`config.mk`:
```
export PLATFORM = sky130hd
export DESIGN_NAME = nps_ctrl
export DESIGN_NICKNAME = d
export VERILOG_FILES = /design/src/rtl/nps_pkg.sv /design/src/rtl/nps_ctrl.sv
export SDC_FILE = /design/constraint.sdc
export NUM_CORES = 1
export LEC_CHECK = 0
export BUFFER_PORTS_ARGS = -buffer_cell sky130_fd_sc_hd__buf_2
export CELL_PAD_IN_SITES_DETAIL_PLACEMENT = 1
export CELL_PAD_IN_SITES_GLOBAL_PLACEMENT = 1
export CORE_AREA = 2 2 39 41
export DETAILED_ROUTE_END_ITERATION = 10
export DIE_AREA = 0 0 41 43
export PLACE_DENSITY_LB_ADDON = 0.05
export RECOVER_POWER = 50
export REMOVE_ABC_BUFFERS = 1
export SLEW_MARGIN = 5
export SYNTH_ARGS = -nofsm -noshare
export SYNTH_HDL_FRONTEND = slang
export SYNTH_SLANG_ARGS = --single-unit
```
`constraint.sdc`:
```
create_clock -name i_clk -period 1.2 [get_ports i_clk]
set_clock_uncertainty 0.2 [all_clocks]
set_input_delay 0.06 -clock i_clk [delete_from_list [all_inputs] [get_ports i_clk]]
set_output_delay 0.06 -clock i_clk [all_outputs]
set_load 0.02 [all_outputs]
```
`src/rtl/nps_pkg.sv`:
```
// Shared constants, types and helpers for the nearest palette colour search block.
package nps_pkg;

    localparam int PALETTE_DEPTH = 256;
    localparam int INDEX_REACH   = 256;
    localparam int ADDR_W        = (PALETTE_DEPTH > 1) ? $clog2(PALETTE_DEPTH) : 1;
    localparam int IDX_W         = 8;
    localparam int COUNT_W       = 9;
    localparam int COLOR_W       = 32;
    localparam int SQ_W          = 16;
    localparam int DIST_W        = 18;

    localparam logic [COUNT_W-1:0] SCAN_LIMIT =
        COUNT_W'((PALETTE_DEPTH < INDEX_REACH) ? PALETTE_DEPTH : INDEX_REACH);

    localparam logic [COLOR_W-1:0] BYTE_PAIR_MASK = 32'h00ff00ff;

    localparam logic ACT_WRITE = 1'b0;
    localparam logic ACT_QUERY = 1'b1;

    typedef logic [7:0] t_byte;
    typedef t_byte [3:0] t_lanes;
    typedef logic [SQ_W-1:0] t_sq;

    typedef struct packed {
        logic wr_en;
        logic start;
        logic scan_en;
        logic load;
    } t_ctrl_cmd;

    typedef struct packed {
        logic is_query;
        logic count_zero;
        logic scan_last;
        logic busy;
        logic out_free;
    } t_dp_status;

    // Split into even and odd byte pairs.
    function automatic t_lanes split_lanes(input logic [COLOR_W-1:0] c);
        logic [COLOR_W-1:0] ev;
        logic [COLOR_W-1:0] od;
        t_lanes l;
        ev = c & BYTE_PAIR_MASK;
        od = (c >> 8) & BYTE_PAIR_MASK;
        l[0] = ev[7:0];
        l[1] = od[7:0];
        l[2] = ev[23:16];
        l[3] = od[23:16];
        return l;
    endfunction

    function automatic t_sq byte_sq(input t_byte a, input t_byte b);
        t_byte d;
        d = (a > b) ? (a - b) : (b - a);
        return SQ_W'(d) * SQ_W'(d);
    endfunction

endpackage

```
`src/rtl/nps_ctrl.sv`:
```
// Control state machine sequencing writes, palette scans and result loading.
module nps_ctrl (
    input  logic                i_clk,
    input  logic                i_rst_n,
    input  logic                i_in_valid,
    output logic                o_in_ready,
    input  nps_pkg::t_dp_status i_status,
    output nps_pkg::t_ctrl_cmd  o_cmd
);
    import nps_pkg::*;

    localparam logic [1:0] S_IDLE   = 2'd0;
    localparam logic [1:0] S_SCAN   = 2'd1;
    localparam logic [1:0] S_FINISH = 2'd2;

    logic [1:0] r_state;
    logic [1:0] n_state;
    logic       accept;

    assign o_in_ready = (r_state == S_IDLE);
    assign accept     = i_in_valid && o_in_ready;

    always_comb begin
        o_cmd.wr_en   = accept && !i_status.is_query;
        o_cmd.start   = accept && i_status.is_query && !i_status.count_zero;
        o_cmd.scan_en = (r_state == S_SCAN);
        o_cmd.load    = (r_state == S_FINISH) && !i_status.busy && i_status.out_free;
    end

    always_comb begin
        n_state = r_state;
        unique case (r_state)
            S_IDLE: begin
                if (o_cmd.start) n_state = S_SCAN;
            end
            S_SCAN: begin
                if (i_status.scan_last) n_state = S_FINISH;
            end
            S_FINISH: begin
                if (o_cmd.load) n_state = S_IDLE;
            end
            default: n_state = S_IDLE;
        endcase
    end

    always_ff @(posedge i_clk) begin
        if (!i_rst_n) begin
            r_state <= S_IDLE;
        end else begin
            r_state <= n_state;
        end
    end

endmodule

```
==> flow_summary_export.csv <==
group,metric,value,unit
outcome,status,"complete, but fails checks",
outcome,violations,"negative setup slack",
die,core_area,1380,µm²
logic_synthesis,yosys_warnings,0,
setup_path,path_class,"flop to output pin",
setup_path,end_kind,"output pin",
finish,finalCoreUtilization,24.6,%
sta,max_slew_margin,88.4,%
sta,rsz0062_at_grt,"yes",
die,die_area,1760,µm²
finish,nFillCells,171,
drt,drt_iter0_drc,0,
finish,largest_reg_flops,2,
logic_synthesis,yosysSeqAreaShare,30.2,%
clocking,cts_buffers,3,
global_route,grt_max_degree,5,
pwr,ir_drop,0.374,mV
global_route,gr-total-overflow,0,
drt,wire_per_inst,8.88,µm
logic_synthesis,synth_area,133,µm²
clocking,clk_transition_reported_paths,0.03,ns
clocking,htreeDepth,1,
global_route,track_usage,6.81,%
finish,regMostFlops,"r_state",
drt,routed_wl,453,µm
clocking,clock-root-buffer,"clkbuf_4",
sta,setup_viol,6,
sta,setup_slack,-0.337,ns
drt,postRouteAntennaNets,0,
setup_path,cp_cell_sequence,"or3b_4, nor3b_4, buf_6",
sta,hold_viol,0,
clocking,clock_path_buffers,2,
place,port_buffers,12,
setup_path,crit_slowest_cell,"or3b_4",
logic_synthesis,syn_inst,14,
die,dieWidth,41,µm
drt,drcViolationCount,0,
clocking,cts_tree,"yes",
place,dp_cells,44,
finish,final_common_cell,"buf_2",
finish,area_growth,157,%
setup_path,critPathTopFamily,"simple AND/OR/NAND/NOR gates",
finish,layout_common_cells,"buf_2 (7), buf_6 (5), buf_4 (4)",
pwr,p_per_area,847,nW/µm²
place,gp_congestion,0.546,
drt,firstDrtPassIters,1,
pwr,power,288,µW
finish,layout-drive-gt1-share,77.1,%
min_path,hp-class,"input port to flop",
die,dieHeight,43,µm
setup_path,critPathMaxFanout,2,
pwr,power_leakage,0.153,nW
finish,layout.nets,45,
sta,fmax,651,MHz
sta,min_period,1.54,ns
run,maxCapViolations,0,
finish,multi_input_area,114,µm²
sta,worstMarginPinSlew,0.173,ns
die,boundaryPins,13,
drt,vias,190,
setup_path,cp.required,0.94,ns
logic_synthesis,ys_ff_latch,2,
die,start_util,9.58,%
clocking,clk_latency,0.22,ns
die,floorplan.rows,14,
global_route,grt_antenna_before_repair,0,
sta,period_share,128,%
setup_path,cpPeakStageDelay,0.40,ns
finish,top_regs,"r_state: 2 flops",
setup_path,critPathBufInv,1,
global_route,grt_pass1_wl,786,µm
place,dp.final_hpwl,346,µm
logic_synthesis,syn_avg_cell_area,9.47,µm²
global_route,grt_pass1_vias,210,
setup_path,critPathArrivalTime,1.28,ns
drt,vias_per_cell,3.73,
finish,seqCellArea,42.5,µm²
setup_path,critPathLaunchType,"flop",
finish,fin_cells,51,
logic_synthesis,synth_cell_types,12,
finish,diodes,0,
clocking,cts_sinks,2,
sta,report.final.slew_viol_count,0,
==> kinds of logic after synthesis <==
kind of cell	after synthesis	share of synthesized area (%)
and+or+nand+nor	10	58.5
DFF	2	30.2
AOI/OAI and AO/OA	2	11.3
==> per-stage QoR <==
stage	TNS [ns]	setup slack [ns]	hold slack (ns)	area, µm²
after floorplan	-0.390	-0.239	-0.0414	133
after global placement	-0.257	-0.140	0.0919	228
after detailed placement	-0.223	-0.133	0.0892	228
after CTS	-0.787	-0.349	-0.00109	303
after global routing	-1.34	-0.385	0.0545	340
final	-1.01	-0.337	0.00937	340
==> tightest hold or removal path: stages <==
cell,delay (ns)
buf_2,0.08
nand2b_1,0.07
nand3b_1,0.11
a21boi_2,0.06
==> where the power goes <==
part / switching, mW / internal (mW)
combinational: 0.0300 / 0.0448
sequential: 0.00120 / 0.0695
clock: 0.0329 / 0.110
total: 0.0641 / 0.224
==> final timing paths <==
path / endpoint / depth (start not counted) / slack, ns / start
setup / recovery: o_cmd[2] / 3 / -0.34 / r_state[0]$_SDFFE_PN0P_
hold / removal: r_state[1]$_SDFFE_PN0P_ / 4 / 0.009 / i_status[0]
setup reg to reg: r_state[0]$_SDFFE_PN0P_ / 4 / -0.21 / r_state[0]$_SDFFE_PN0P_
hold reg to reg: r_state[1]$_SDFFE_PN0P_ / 3 / 0.44 / r_state[1]$_SDFFE_PN0P_
==> cells in the mapped netlist <==
master    number  share of area, %
nor3b_1        1               5.7
a21boi_1       1               5.7
nor3b_4        1                14
o21a_1         1               5.7
nor2_1         2               5.7
nand2_1        1               2.8
nor2b_2        1               6.6
nor2b_1        1               4.7
nand3b_1       1               5.7
nand2b_1       1               4.7
or3b_4         1               8.5
dfxtp_1        2                30
==> metal layers <==
layer	vias to the layer above	global-route usage (%)	part of all wire, %
met4	0	6.00	0
li1	91	-	-
met5	-	0	0
met3	0	1.57	5.5
met2	8	9.38	55
met1	91	8.28	39
==> what timing repair did <==
| action | in CTS | in global routing |
|---|---|---|
| hold buffers | 2 | 0 |
| hold endpoints to repair | 2 | 0 |
| endpoints found under the setup margin | 5 | 6 |
| pin swaps | 1 | 4 |
| buffers inserted | 0 | 2 |
| resized for setup | 10 | 7 |
==> area by class of cell <==
| type | instances | share of cell area, % |
|---|---|---|
| Clock buffer | 3 | 6.62 |
| Tap cell | 16 | 5.88 |
| Timing Repair Buffer | 18 | 41.5 |
| Multi-Input combinational cell | 12 | 33.5 |
| Sequential cell | 2 | 12.5 |
Note: power is estimated with default switching activity, not from simulation.
